==> config.mk <==
export PLATFORM = sky130hd
export DESIGN_NAME = argb_linear_gradient_color_top
export DESIGN_NICKNAME = d
export VERILOG_FILES = /design/src/design/argb_lgc_pkg.sv /design/src/design/argb_lgc_div.sv /design/src/design/argb_lgc_weight.sv /design/src/design/argb_lgc_blend.sv /design/src/design/argb_linear_gradient_color_top.sv
export VERILOG_INCLUDE_DIRS = /design/src /design/src/design
export SDC_FILE = /design/constraint.sdc
export NUM_CORES = 2
export LEC_CHECK = 0
export BUFFER_PORTS_ARGS = -buffer_cell sky130_fd_sc_hd__buf_2
export CORE_MARGIN = 4
export CORE_UTILIZATION = 44
export DETAILED_ROUTE_END_ITERATION = 12
export SLEW_MARGIN = 20
export SYNTH_ARGS = -nofsm -noshare
export SYNTH_HDL_FRONTEND = slang
export SYNTH_HIERARCHICAL = 1
export SYNTH_SLANG_ARGS = --single-unit
==> constraint.sdc <==
create_clock -name clk -period 21.8 [get_ports clk]
set_input_delay 6.54 -clock clk [delete_from_list [all_inputs] [get_ports clk]]
set_output_delay 6.54 -clock clk [all_outputs]
set_load 0.005 [all_outputs]
==> src/design/argb_linear_gradient_color_top_assert.svh <==
// ----------------------------------------------------------------------------
// Gradient assertion macros
// Shared concurrent checks on clk, quiet while rst is high.
// ----------------------------------------------------------------------------
`ifndef ARGB_LINEAR_GRADIENT_COLOR_TOP_ASSERT_SVH
`define ARGB_LINEAR_GRADIENT_COLOR_TOP_ASSERT_SVH

// same-cycle implication
`define LGC_ASSERT_NOW(label, ante, cons) \
  label: assert property (@(posedge clk) disable iff (rst) (ante) |-> (cons)) \
    else $error("gradient check failed");

// next-cycle implication
`define LGC_ASSERT_NEXT(label, ante, cons) \
  label: assert property (@(posedge clk) disable iff (rst) (ante) |=> (cons)) \
    else $error("gradient check failed");

`endif

==> src/design/argb_lgc_pkg.sv <==
// ----------------------------------------------------------------------------
// argb_lgc_pkg
// Widths, register map, reset values and stage words of the gradient block.
// ----------------------------------------------------------------------------
package argb_lgc_pkg;

  localparam int POSITION_BITS = 12;
  localparam int SPAN_BITS     = 13;
  localparam int CMP_BITS      = (POSITION_BITS > SPAN_BITS) ? POSITION_BITS : SPAN_BITS;
  localparam int S_DATA_BITS   = ((POSITION_BITS + 7) / 8) * 8;
  localparam int COLOR_BITS    = 32;
  localparam int CHAN_BITS     = 8;
  localparam int COLOR_LANES   = 3;
  localparam int IDX_BITS      = 8;

  // divider: quotient bits resolved per pipeline stage
  localparam int DIV_STEPS  = 2;
  localparam int DIV_STAGES = IDX_BITS / DIV_STEPS;

  // idx*100/255 as one constant multiply: idx * (100 * 32897) >> 23
  localparam int          PCT_PROD_BITS = 30;
  localparam int          PCT_BITS      = 7;
  localparam logic [21:0] PCT_MUL       = 22'd3289700;
  // t/100 for t <= 25500: t * 5243 >> 19
  localparam int          INC_PROD_BITS = 28;
  localparam logic [12:0] RECIP_100     = 13'd5243;
  localparam int          INC_SHIFT     = 19;

  localparam logic [CHAN_BITS:0]   OPAQUE_SUM = 9'd510;
  localparam logic [CHAN_BITS-1:0] CHAN_MAX   = 8'hff;

  // register map
  localparam int          REG_ADDR_BITS    = 4;
  localparam logic [1:0]  REG_START_COLOR  = 2'd0;
  localparam logic [1:0]  REG_END_COLOR    = 2'd1;
  localparam logic [1:0]  REG_SPAN_LENGTH  = 2'd2;

  localparam logic [COLOR_BITS-1:0] START_COLOR_RST = 32'hff000000;
  localparam logic [COLOR_BITS-1:0] END_COLOR_RST   = 32'hffffffff;
  localparam logic [SPAN_BITS-1:0]  SPAN_LENGTH_RST = 13'd256;

  typedef struct packed {
    logic [IDX_BITS-1:0] idx;
    logic                beyond;
  } lgc_index_t;

  typedef struct packed {
    logic [CHAN_BITS-1:0] alpha;
    logic [CHAN_BITS-1:0] ws;
    logic [CHAN_BITS-1:0] we;
    logic                 beyond;
  } lgc_weight_t;

endpackage

==> src/design/argb_lgc_div.sv <==
// ----------------------------------------------------------------------------
// argb_lgc_div
// Pipelined restoring divider: index = (position * 256) / span, saturated.
// ----------------------------------------------------------------------------
module argb_lgc_div (
  input  logic                                   clk,
  input  logic                                   rst,
  input  logic [argb_lgc_pkg::SPAN_BITS-1:0]     span,
  input  logic                                   in_valid,
  output logic                                   in_ready,
  input  logic [argb_lgc_pkg::POSITION_BITS-1:0] in_pos,
  output logic                                   out_valid,
  input  logic                                   out_ready,
  output argb_lgc_pkg::lgc_index_t               out_word
);

  localparam int STAGES = argb_lgc_pkg::DIV_STAGES + 1;
  localparam int LAST   = STAGES - 1;
  localparam int SB     = argb_lgc_pkg::SPAN_BITS;
  localparam int QB     = argb_lgc_pkg::IDX_BITS;

  logic [STAGES-1:0] vld;
  logic [STAGES-1:0] rdy;
  logic [STAGES-1:0] bey;
  logic [STAGES-1:0] bey_next;
  logic [SB-1:0]     rem      [STAGES];
  logic [SB-1:0]     rem_next [STAGES];
  logic [QB-1:0]     quo      [STAGES];
  logic [QB-1:0]     quo_next [STAGES];

  logic [argb_lgc_pkg::CMP_BITS-1:0] pos_ext;
  logic [argb_lgc_pkg::CMP_BITS-1:0] span_ext;
  logic [SB-1:0] r;
  logic [SB:0]   r2;
  logic [QB-1:0] q;
  logic          take;

  always_comb begin
    rdy[LAST] = !vld[LAST] || out_ready;
    for (int i = LAST - 1; i >= 0; i--) begin
      rdy[i] = !vld[i] || rdy[i+1];
    end
  end

  assign in_ready = rdy[0];

  always_comb begin
    pos_ext  = argb_lgc_pkg::CMP_BITS'(in_pos);
    span_ext = argb_lgc_pkg::CMP_BITS'(span);
    bey_next[0] = (pos_ext >= span_ext);
    rem_next[0] = bey_next[0] ? '0 : pos_ext[SB-1:0];
    quo_next[0] = '0;
    r    = '0;
    r2   = '0;
    q    = '0;
    take = 1'b0;
    for (int i = 1; i < STAGES; i++) begin
      r = rem[i-1];
      q = quo[i-1];
      for (int k = 0; k < argb_lgc_pkg::DIV_STEPS; k++) begin
        r2   = {r, 1'b0};
        take = (r2 >= {1'b0, span});
        if (take) begin
          r2 = r2 - {1'b0, span};
        end
        r = r2[SB-1:0];
        q = {q[QB-2:0], take};
      end
      rem_next[i] = r;
      quo_next[i] = q;
      bey_next[i] = bey[i-1];
    end
  end

  always_ff @(posedge clk) begin
    if (rst) begin
      vld <= '0;
    end else begin
      if (rdy[0]) begin
        vld[0] <= in_valid;
      end
      for (int i = 1; i < STAGES; i++) begin
        if (rdy[i]) begin
          vld[i] <= vld[i-1];
        end
      end
    end
  end

  always_ff @(posedge clk) begin
    for (int i = 0; i < STAGES; i++) begin
      if (rdy[i]) begin
        rem[i] <= rem_next[i];
        quo[i] <= quo_next[i];
        bey[i] <= bey_next[i];
      end
    end
  end

  assign out_valid       = vld[LAST];
  assign out_word.idx    = bey[LAST] ? argb_lgc_pkg::CHAN_MAX : quo[LAST];
  assign out_word.beyond = bey[LAST];

endmodule

==> src/design/argb_lgc_weight.sv <==
// ----------------------------------------------------------------------------
// argb_lgc_weight
// Turns the blend index into start and end weights and the result alpha.
// ----------------------------------------------------------------------------
module argb_lgc_weight (
  input  logic                                 clk,
  input  logic                                 rst,
  input  logic [argb_lgc_pkg::CHAN_BITS-1:0]   start_alpha,
  input  logic [argb_lgc_pkg::CHAN_BITS-1:0]   end_alpha,
  input  logic                                 in_valid,
  output logic                                 in_ready,
  input  argb_lgc_pkg::lgc_index_t             in_word,
  output logic                                 out_valid,
  input  logic                                 out_ready,
  output argb_lgc_pkg::lgc_weight_t            out_word
);

  localparam int CB = argb_lgc_pkg::CHAN_BITS;
  localparam int PB = argb_lgc_pkg::PCT_BITS;

  logic [2:0] vld;
  logic [2:0] rdy;

  logic          opaque;
  logic [CB-1:0] mx;

  logic [argb_lgc_pkg::PCT_PROD_BITS-1:0] pct_prod;
  logic [argb_lgc_pkg::INC_PROD_BITS-1:0] inc_prod;
  logic [CB-1:0]                          inc;

  logic [argb_lgc_pkg::IDX_BITS-1:0] s1_idx;
  logic [PB-1:0]                     s1_pct;
  logic                              s1_bey;
  logic [argb_lgc_pkg::IDX_BITS-1:0] s2_idx;
  logic [PB+CB-1:0]                  s2_t;
  logic                              s2_bey;
  argb_lgc_pkg::lgc_weight_t         s3_word;
  argb_lgc_pkg::lgc_weight_t         s3_next;

  // alphas are configuration; the user must keep them stable while words are in flight (not enforced here)
  assign opaque = ({1'b0, start_alpha} + {1'b0, end_alpha}) == argb_lgc_pkg::OPAQUE_SUM;
  assign mx     = (end_alpha > start_alpha) ? end_alpha : start_alpha;

  assign rdy[2]   = !vld[2] || out_ready;
  assign rdy[1]   = !vld[1] || rdy[2];
  assign rdy[0]   = !vld[0] || rdy[1];
  assign in_ready = rdy[0];

  assign pct_prod = argb_lgc_pkg::PCT_PROD_BITS'(in_word.idx)
                  * argb_lgc_pkg::PCT_PROD_BITS'(argb_lgc_pkg::PCT_MUL);
  assign inc_prod = argb_lgc_pkg::INC_PROD_BITS'(s2_t)
                  * argb_lgc_pkg::INC_PROD_BITS'(argb_lgc_pkg::RECIP_100);
  assign inc      = inc_prod[argb_lgc_pkg::INC_SHIFT +: CB];

  always_comb begin
    s3_next.beyond = s2_bey;
    if (opaque) begin
      s3_next.alpha = argb_lgc_pkg::CHAN_MAX;
      s3_next.ws    = argb_lgc_pkg::CHAN_MAX - s2_idx;
      s3_next.we    = s2_idx;
    end else begin
      s3_next.alpha = mx;
      s3_next.ws    = mx - inc;
      s3_next.we    = inc;
    end
  end

  always_ff @(posedge clk) begin
    if (rst) begin
      vld <= '0;
    end else begin
      if (rdy[0]) vld[0] <= in_valid;
      if (rdy[1]) vld[1] <= vld[0];
      if (rdy[2]) vld[2] <= vld[1];
    end
  end

  always_ff @(posedge clk) begin
    if (rdy[0]) begin
      s1_idx <= in_word.idx;
      s1_pct <= pct_prod[argb_lgc_pkg::PCT_PROD_BITS-1 -: PB];
      s1_bey <= in_word.beyond;
    end
    if (rdy[1]) begin
      s2_idx <= s1_idx;
      s2_t   <= (PB+CB)'(s1_pct) * (PB+CB)'(mx);
      s2_bey <= s1_bey;
    end
    if (rdy[2]) begin
      s3_word <= s3_next;
    end
  end

  assign out_valid = vld[2];
  assign out_word  = s3_word;

endmodule

==> src/design/argb_lgc_blend.sv <==
// ----------------------------------------------------------------------------
// argb_lgc_blend
// Weights the color channels, sums them and holds the result word.
// ----------------------------------------------------------------------------
module argb_lgc_blend (
  input  logic                                  clk,
  input  logic                                  rst,
  input  logic [argb_lgc_pkg::COLOR_BITS-1:0]   start_color,
  input  logic [argb_lgc_pkg::COLOR_BITS-1:0]   end_color,
  input  logic                                  in_valid,
  output logic                                  in_ready,
  input  argb_lgc_pkg::lgc_weight_t             in_word,
  output logic                                  out_valid,
  input  logic                                  out_ready,
  output logic [argb_lgc_pkg::COLOR_BITS-1:0]   out_color,
  output logic                                  out_beyond
);

  localparam int CB    = argb_lgc_pkg::CHAN_BITS;
  localparam int LANES = argb_lgc_pkg::COLOR_LANES;

  logic [1:0] vld;
  logic [1:0] rdy;

  logic [2*CB-1:0] pa [LANES];
  logic [2*CB-1:0] pz [LANES];
  logic [CB-1:0]   b1_pa [LANES];
  logic [CB-1:0]   b1_pz [LANES];
  logic [CB-1:0]   b1_alpha;
  logic            b1_bey;

  logic [CB:0]                         lane_sum;
  logic [argb_lgc_pkg::COLOR_BITS-1:0] color_next;
  logic [argb_lgc_pkg::COLOR_BITS-1:0] color;
  logic                                bey;

  assign rdy[1]   = !vld[1] || out_ready;
  assign rdy[0]   = !vld[0] || rdy[1];
  assign in_ready = rdy[0];

  always_comb begin
    for (int c = 0; c < LANES; c++) begin
      pa[c] = (2*CB)'(start_color[c*CB +: CB]) * (2*CB)'(in_word.ws);
      pz[c] = (2*CB)'(end_color[c*CB +: CB]) * (2*CB)'(in_word.we);
    end
  end

  always_comb begin
    lane_sum   = '0;
    color_next = '0;
    for (int c = 0; c < LANES; c++) begin
      lane_sum = {1'b0, b1_pa[c]} + {1'b0, b1_pz[c]};
      color_next[c*CB +: CB] = lane_sum[CB-1:0];
    end
    color_next[LANES*CB +: CB] = b1_alpha;
  end

  always_ff @(posedge clk) begin
    if (rst) begin
      vld <= '0;
    end else begin
      if (rdy[0]) vld[0] <= in_valid;
      if (rdy[1]) vld[1] <= vld[0];
    end
  end

  always_ff @(posedge clk) begin
    if (rdy[0]) begin
      for (int c = 0; c < LANES; c++) begin
        b1_pa[c] <= pa[c][2*CB-1:CB];
        b1_pz[c] <= pz[c][2*CB-1:CB];
      end
      b1_alpha <= in_word.alpha;
      b1_bey   <= in_word.beyond;
    end
    if (rdy[1]) begin
      color <= color_next;
      bey   <= b1_bey;
    end
  end

  assign out_valid  = vld[1];
  assign out_color  = color;
  assign out_beyond = bey;

endmodule

==> src/design/argb_linear_gradient_color_top.sv <==
// ----------------------------------------------------------------------------
// argb_linear_gradient_color_top
// ARGB color of one line of a linear gradient between two configured colors.
//
//   Port group   Dir   Handshake          Payload
//   s_*          in    s_tvalid/s_tready  s_tdata: line_position
//   m_*          out   m_tvalid/m_tready  m_tdata: pixel_color, m_tuser: beyond_span
//   p*           in    APB, pready = 1    start_color, end_color, span_length
//
// One word per clock in and out while m_tready is high. A result word passes
// five divider stages, three weight stages and two blend stages before it shows
// on m_*. Every stage holds under back-pressure and takes a new word as soon as
// it empties. rst is synchronous: it empties the pipeline and reloads the
// registers to their defaults.
// ----------------------------------------------------------------------------
`include "argb_linear_gradient_color_top_assert.svh"

module argb_linear_gradient_color_top (
  input  logic                                      clk,
  input  logic                                      rst,
  // stream in
  input  logic                                      s_tvalid,
  output logic                                      s_tready,
  input  logic [argb_lgc_pkg::S_DATA_BITS-1:0]      s_tdata,   // [11:0] line_position
  // stream out
  output logic                                      m_tvalid,
  input  logic                                      m_tready,
  output logic [argb_lgc_pkg::COLOR_BITS-1:0]       m_tdata,   // [31:0] pixel_color
  output logic [0:0]                                m_tuser,   // [0] beyond_span
  // configuration
  input  logic                                      psel,
  input  logic                                      penable,
  input  logic                                      pwrite,
  input  logic [argb_lgc_pkg::REG_ADDR_BITS-1:0]    paddr,
  input  logic [31:0]                               pwdata,
  output logic [31:0]                               prdata,
  output logic                                      pready
);

  localparam int CB = argb_lgc_pkg::CHAN_BITS;

  logic [argb_lgc_pkg::COLOR_BITS-1:0] start_color;
  logic [argb_lgc_pkg::COLOR_BITS-1:0] end_color;
  logic [argb_lgc_pkg::SPAN_BITS-1:0]  span_length;
  logic [1:0]                          reg_sel;

  logic                      idx_vld;
  logic                      idx_rdy;
  argb_lgc_pkg::lgc_index_t  idx_word;
  logic                      wgt_vld;
  logic                      wgt_rdy;
  argb_lgc_pkg::lgc_weight_t wgt_word;

  assign pready  = 1'b1;
  assign reg_sel = paddr[argb_lgc_pkg::REG_ADDR_BITS-1:2];

  always_ff @(posedge clk) begin
    if (rst) begin
      start_color <= argb_lgc_pkg::START_COLOR_RST;
      end_color   <= argb_lgc_pkg::END_COLOR_RST;
      span_length <= argb_lgc_pkg::SPAN_LENGTH_RST;
    end else if (psel && penable && pwrite) begin
      unique case (reg_sel)
        argb_lgc_pkg::REG_START_COLOR: start_color <= pwdata;
        argb_lgc_pkg::REG_END_COLOR:   end_color   <= pwdata;
        argb_lgc_pkg::REG_SPAN_LENGTH: span_length <= pwdata[argb_lgc_pkg::SPAN_BITS-1:0];
        default: ;
      endcase
    end
  end

  always_comb begin
    unique case (reg_sel)
      argb_lgc_pkg::REG_START_COLOR: prdata = start_color;
      argb_lgc_pkg::REG_END_COLOR:   prdata = end_color;
      argb_lgc_pkg::REG_SPAN_LENGTH: prdata = 32'(span_length);
      default:                       prdata = '0;
    endcase
  end

  argb_lgc_div u_div (
    .clk       (clk),
    .rst       (rst),
    .span      (span_length),
    .in_valid  (s_tvalid),
    .in_ready  (s_tready),
    .in_pos    (s_tdata[argb_lgc_pkg::POSITION_BITS-1:0]),
    .out_valid (idx_vld),
    .out_ready (idx_rdy),
    .out_word  (idx_word)
  );

  argb_lgc_weight u_weight (
    .clk         (clk),
    .rst         (rst),
    .start_alpha (start_color[argb_lgc_pkg::COLOR_BITS-1 -: CB]),
    .end_alpha   (end_color[argb_lgc_pkg::COLOR_BITS-1 -: CB]),
    .in_valid    (idx_vld),
    .in_ready    (idx_rdy),
    .in_word     (idx_word),
    .out_valid   (wgt_vld),
    .out_ready   (wgt_rdy),
    .out_word    (wgt_word)
  );

  argb_lgc_blend u_blend (
    .clk         (clk),
    .rst         (rst),
    .start_color (start_color),
    .end_color   (end_color),
    .in_valid    (wgt_vld),
    .in_ready    (wgt_rdy),
    .in_word     (wgt_word),
    .out_valid   (m_tvalid),
    .out_ready   (m_tready),
    .out_color   (m_tdata),
    .out_beyond  (m_tuser[0])
  );

  // a position past the span must leave the divider saturated
  `LGC_ASSERT_NOW(a_beyond_saturates, idx_vld && idx_word.beyond,
                  idx_word.idx == argb_lgc_pkg::CHAN_MAX)
  // weights always split the result alpha exactly
  `LGC_ASSERT_NOW(a_weight_split, wgt_vld,
                  (9'(wgt_word.ws) + 9'(wgt_word.we)) == 9'(wgt_word.alpha))
  // input back-pressure only comes from a stalled full output
  `LGC_ASSERT_NOW(a_stall_origin, !s_tready, m_tvalid && !m_tready)
  // two opaque end colors give an opaque result
  `LGC_ASSERT_NOW(a_opaque_alpha,
                  m_tvalid && start_color[31:24] == argb_lgc_pkg::CHAN_MAX
                  && end_color[31:24] == argb_lgc_pkg::CHAN_MAX,
                  m_tdata[31:24] == argb_lgc_pkg::CHAN_MAX)

endmodule
==> impl_metrics.json <==
{
  "dieArea_um2": 88200,
  "synth_fa_ha_area_frac": 0.366,
  "synth_cells": 3637,
  "cts_tree": "done",
  "die_y_um": 297,
  "numCtsBuffers": 40,
  "slew_viol_final": 0,
  "core_um2": 82500,
  "dpl_cell_area_um2": 38500,
  "grt_max_degree": 86,
  "design_area_um2": 39800,
  "io_buffers": 119,
  "critical_path.max_fanout": 58,
  "cp_common_cell": "nor2b_1",
  "root_buffer": "clkbuf_16",
  "routed_wl_um": 87400,
  "final_cell_mix": "ha_1, inv_1, fa_1",
  "dp_hpwl_um": 68200,
  "area_growth_pct": 8.25,
  "yosys_warnings": 6,
  "synthSimpleGateAreaFrac": 0.148,
  "cp-end-kind": "primary output",
  "synth_cell_types": 97,
  "nets": 4681,
  "critPathBufInv": 3,
  "drc": 0,
  "setup_violations": 0,
  "postSynthAreaPerCell_um2": 10.1,
  "path_cells": "buf_2 > nor2b_1 > nand2_2 > buf_4 > nor2b_1 > and2_1 > nand2_1 > nor2b_1 > and3_1 > nand3_1 > buf_2",
  "fillCellCount": 7673,
  "multi_input_area_um2": 25700,
  "grt_use_total": 0.201,
  "drtAntennaViolNets": 0,
  "gr-total-overflow": 0,
  "arrival_ps": 10390,
  "worst_path_max_delay_cell": "nor2b_1",
  "path_clk_slew_ps": 60,
  "worstSetupStartpointType": "input port",
  "clockBufferDepth": 3,
  "muxShareOfSynthArea": 0.0590,
  "synth_xor_area_frac": 0.0402,
  "syn_area_um2": 36800,
  "synth_compound_area_frac": 0.0859,
  "tns_ps": 0,
  "first_pass_iters": 5,
  "first_iter_violations": 1245,
  "syn-num-nets": 4568,
  "ys.flop_type": "edfxtp_1",
  "initial_utilization": 0.446,
  "layout_commonest_cell": "ha_1",
  "path_delay_family": "simple AND/OR/NAND/NOR gates",
  "grt_pass1_wl_um": 142000,
  "final-hold-violation-count": 0,
  "cts_setup_buffers": 0,
  "cts_max_level": 2,
  "worst-setup-path-type": "input port to primary output",
  "boundaryPins": 127,
  "antenna_found_initial": 5,
  "final-seq-area_um2": 8680,
  "gp_congestion": 0.852,
  "critPathMaxStageDelay_ps": 580,
  "rows": 105,
  "status": "complete, no violations",
  "maxCapViolations": 0,
  "synth_edf_count": 231,
  "max_clock_freq_ghz": 0.0591,
  "die_w_um": 297,
  "yosysSeqAreaShare": 0.236,
  "avgViaCountPerCell": 5.27,
  "finClkSkew_ps": 17.1,
  "cts_resized": 0,
  "async_flop_share": 0,
  "drive_above_1_share": 0.0933,
  "grt_pass1_vias": 26200,
  "hold_class": "flop to flop",
  "worstPathRequired_ps": 15260,
  "rsz0062_at_grt": "no",
  "synth_top_family_by_area": "adder cells",
  "ys_seq_elements": 318,
  "fin_crit_ps": 16930,
  "slew_headroom": 0.296,
  "worstSkewPairLatency_ps": 570,
  "cts_hold_buf": 0,
  "period_share": 0.776,
  "clock_sinks": 318,
  "worst_slew_pin_slew_ps": 1050,
  "wire_per_inst_um": 18.0,
  "vias": 25600
}
==> area by class of cell <==
| class | instances | share of cell area |
|---|---|---|
| tap | 1070 | 0.0336 |
| clock buffer | 46 | 0.0268 |
| multi-input combinational | 2724 | 0.646 |
| clock inverter | 28 | 0.00513 |
| antenna | 2 | 0.000126 |
| timing repair buffer | 153 | 0.0214 |
| inverter | 513 | 0.0484 |
| sequential | 318 | 0.218 |
==> per-layer routing <==
layer	wire [um]	GRT usage
met1	41700	0.285
met2	39100	0.323
met3	4990	0.0356
met4	1620	0.0407
met5	12	0
==> registers in the layout, summed over array words and instances (netlist names) <==
| signal | count |
|---|---|
| u_div/rem | 51 |
| u_weight/s2_idx | 8 |
| u_weight/s2_t | 15 |
| u_blend/out_color | 32 |
| u_weight/s1_idx | 8 |
| u_blend/b1_pz | 24 |
| u_weight/vld | 3 |
| u_blend/b1_bey | 1 |
| u_blend/vld | 2 |
| u_div/bey | 5 |
| start_color | 32 |
| u_div/quo | 20 |
| u_blend/out_beyond | 1 |
| end_color | 32 |
| u_weight/s1_bey | 1 |
| span_length | 13 |
| u_weight/s1_pct | 7 |
| u_weight/s2_bey | 1 |
| u_blend/b1_alpha | 8 |
| u_div/vld | 5 |
| u_blend/b1_pa | 24 |
| u_weight/out_word | 25 |
==> synth_stat cells, types with 5 or more instances <==
| cell | n | area (um^2) |
|---|---|---|
| ha_1 | 537 | 6720 |
| inv_1 | 512 | 1920 |
| fa_1 | 335 | 6710 |
| and2_1 | 315 | 1970 |
| edfxtp_1 | 231 | 6940 |
| nor2_1 | 209 | 785 |
| nand2_1 | 168 | 631 |
| mux2i_1 | 127 | 1270 |
| a21oi_1 | 124 | 621 |
| xnor2_1 | 124 | 1090 |
| nand2b_1 | 91 | 569 |
| dfxtp_1 | 87 | 1740 |
| mux2_2 | 60 | 676 |
| a21o_1 | 57 | 428 |
| nor2b_1 | 56 | 350 |
| o21ai_0 | 56 | 280 |
| clkbuf_1 | 51 | 191 |
| nor3_1 | 43 | 215 |
| xor2_1 | 43 | 377 |
| o21a_1 | 33 | 248 |
| nand3_1 | 31 | 155 |
| nand4_1 | 26 | 163 |
| or2_2 | 21 | 131 |
| a31oi_1 | 19 | 119 |
| o21ai_1 | 19 | 95.1 |
| and3_1 | 17 | 106 |
| mux2_4 | 14 | 210 |
| a21boi_0 | 12 | 90.1 |
| o21bai_1 | 12 | 90.1 |
| o31a_1 | 12 | 105 |
| a211oi_1 | 11 | 82.6 |
| buf_2 | 11 | 55.1 |
| o211ai_1 | 11 | 82.6 |
| buf_6 | 10 | 113 |
| o31ai_1 | 10 | 75.1 |
| or3_1 | 10 | 62.6 |
| a311oi_1 | 8 | 70.1 |
| buf_4 | 6 | 45.0 |
| o41ai_1 | 6 | 52.6 |
| a221oi_1 | 5 | 43.8 |
| o211a_1 | 5 | 50.1 |
==> stage by stage <==
step | instances | worst slack (ps) | hold WS (ps) | utilization
5_1_grt | 4852 | 4450 | 416 | 0.482
3_3_place_gp | 4777 | 4940 | 401 | 0.467
2_1_floorplan | 3637 | 5510 | 400 | -
6_report | 4854 | 4870 | 404 | 0.482
4_1_cts | 4851 | 4830 | 408 | 0.482
3_5_place_dp | 4777 | 4880 | 405 | 0.467
==> worst paths after layout <==
kind / start / to / slack, ps / cells after the start
worst max-delay path: m_tready / s_tready / 4870 / 11
worst max register to register: u_weight/s2_t[12] / u_weight/out_word[16] / 14830 / 26
worst min-delay path: u_weight/s1_idx[5] / u_weight/s2_idx[5] / 400 / 0
worst min register to register: u_weight/s1_idx[5] / u_weight/s2_idx[5] / 400 / 0
==> cell families after synthesis <==
kind of cell	after synthesis
other	1
xor gates and xnor gates	168
DFF	318
and+or+nand+nor	1020
AOI/OAI and AO/OA	458
buffers and inverters	595
muxes	202
adders and majority gates	875
Power is not shown: default switching activity piles up to over one toggle a cycle in this logic, so the estimate is an artifact.
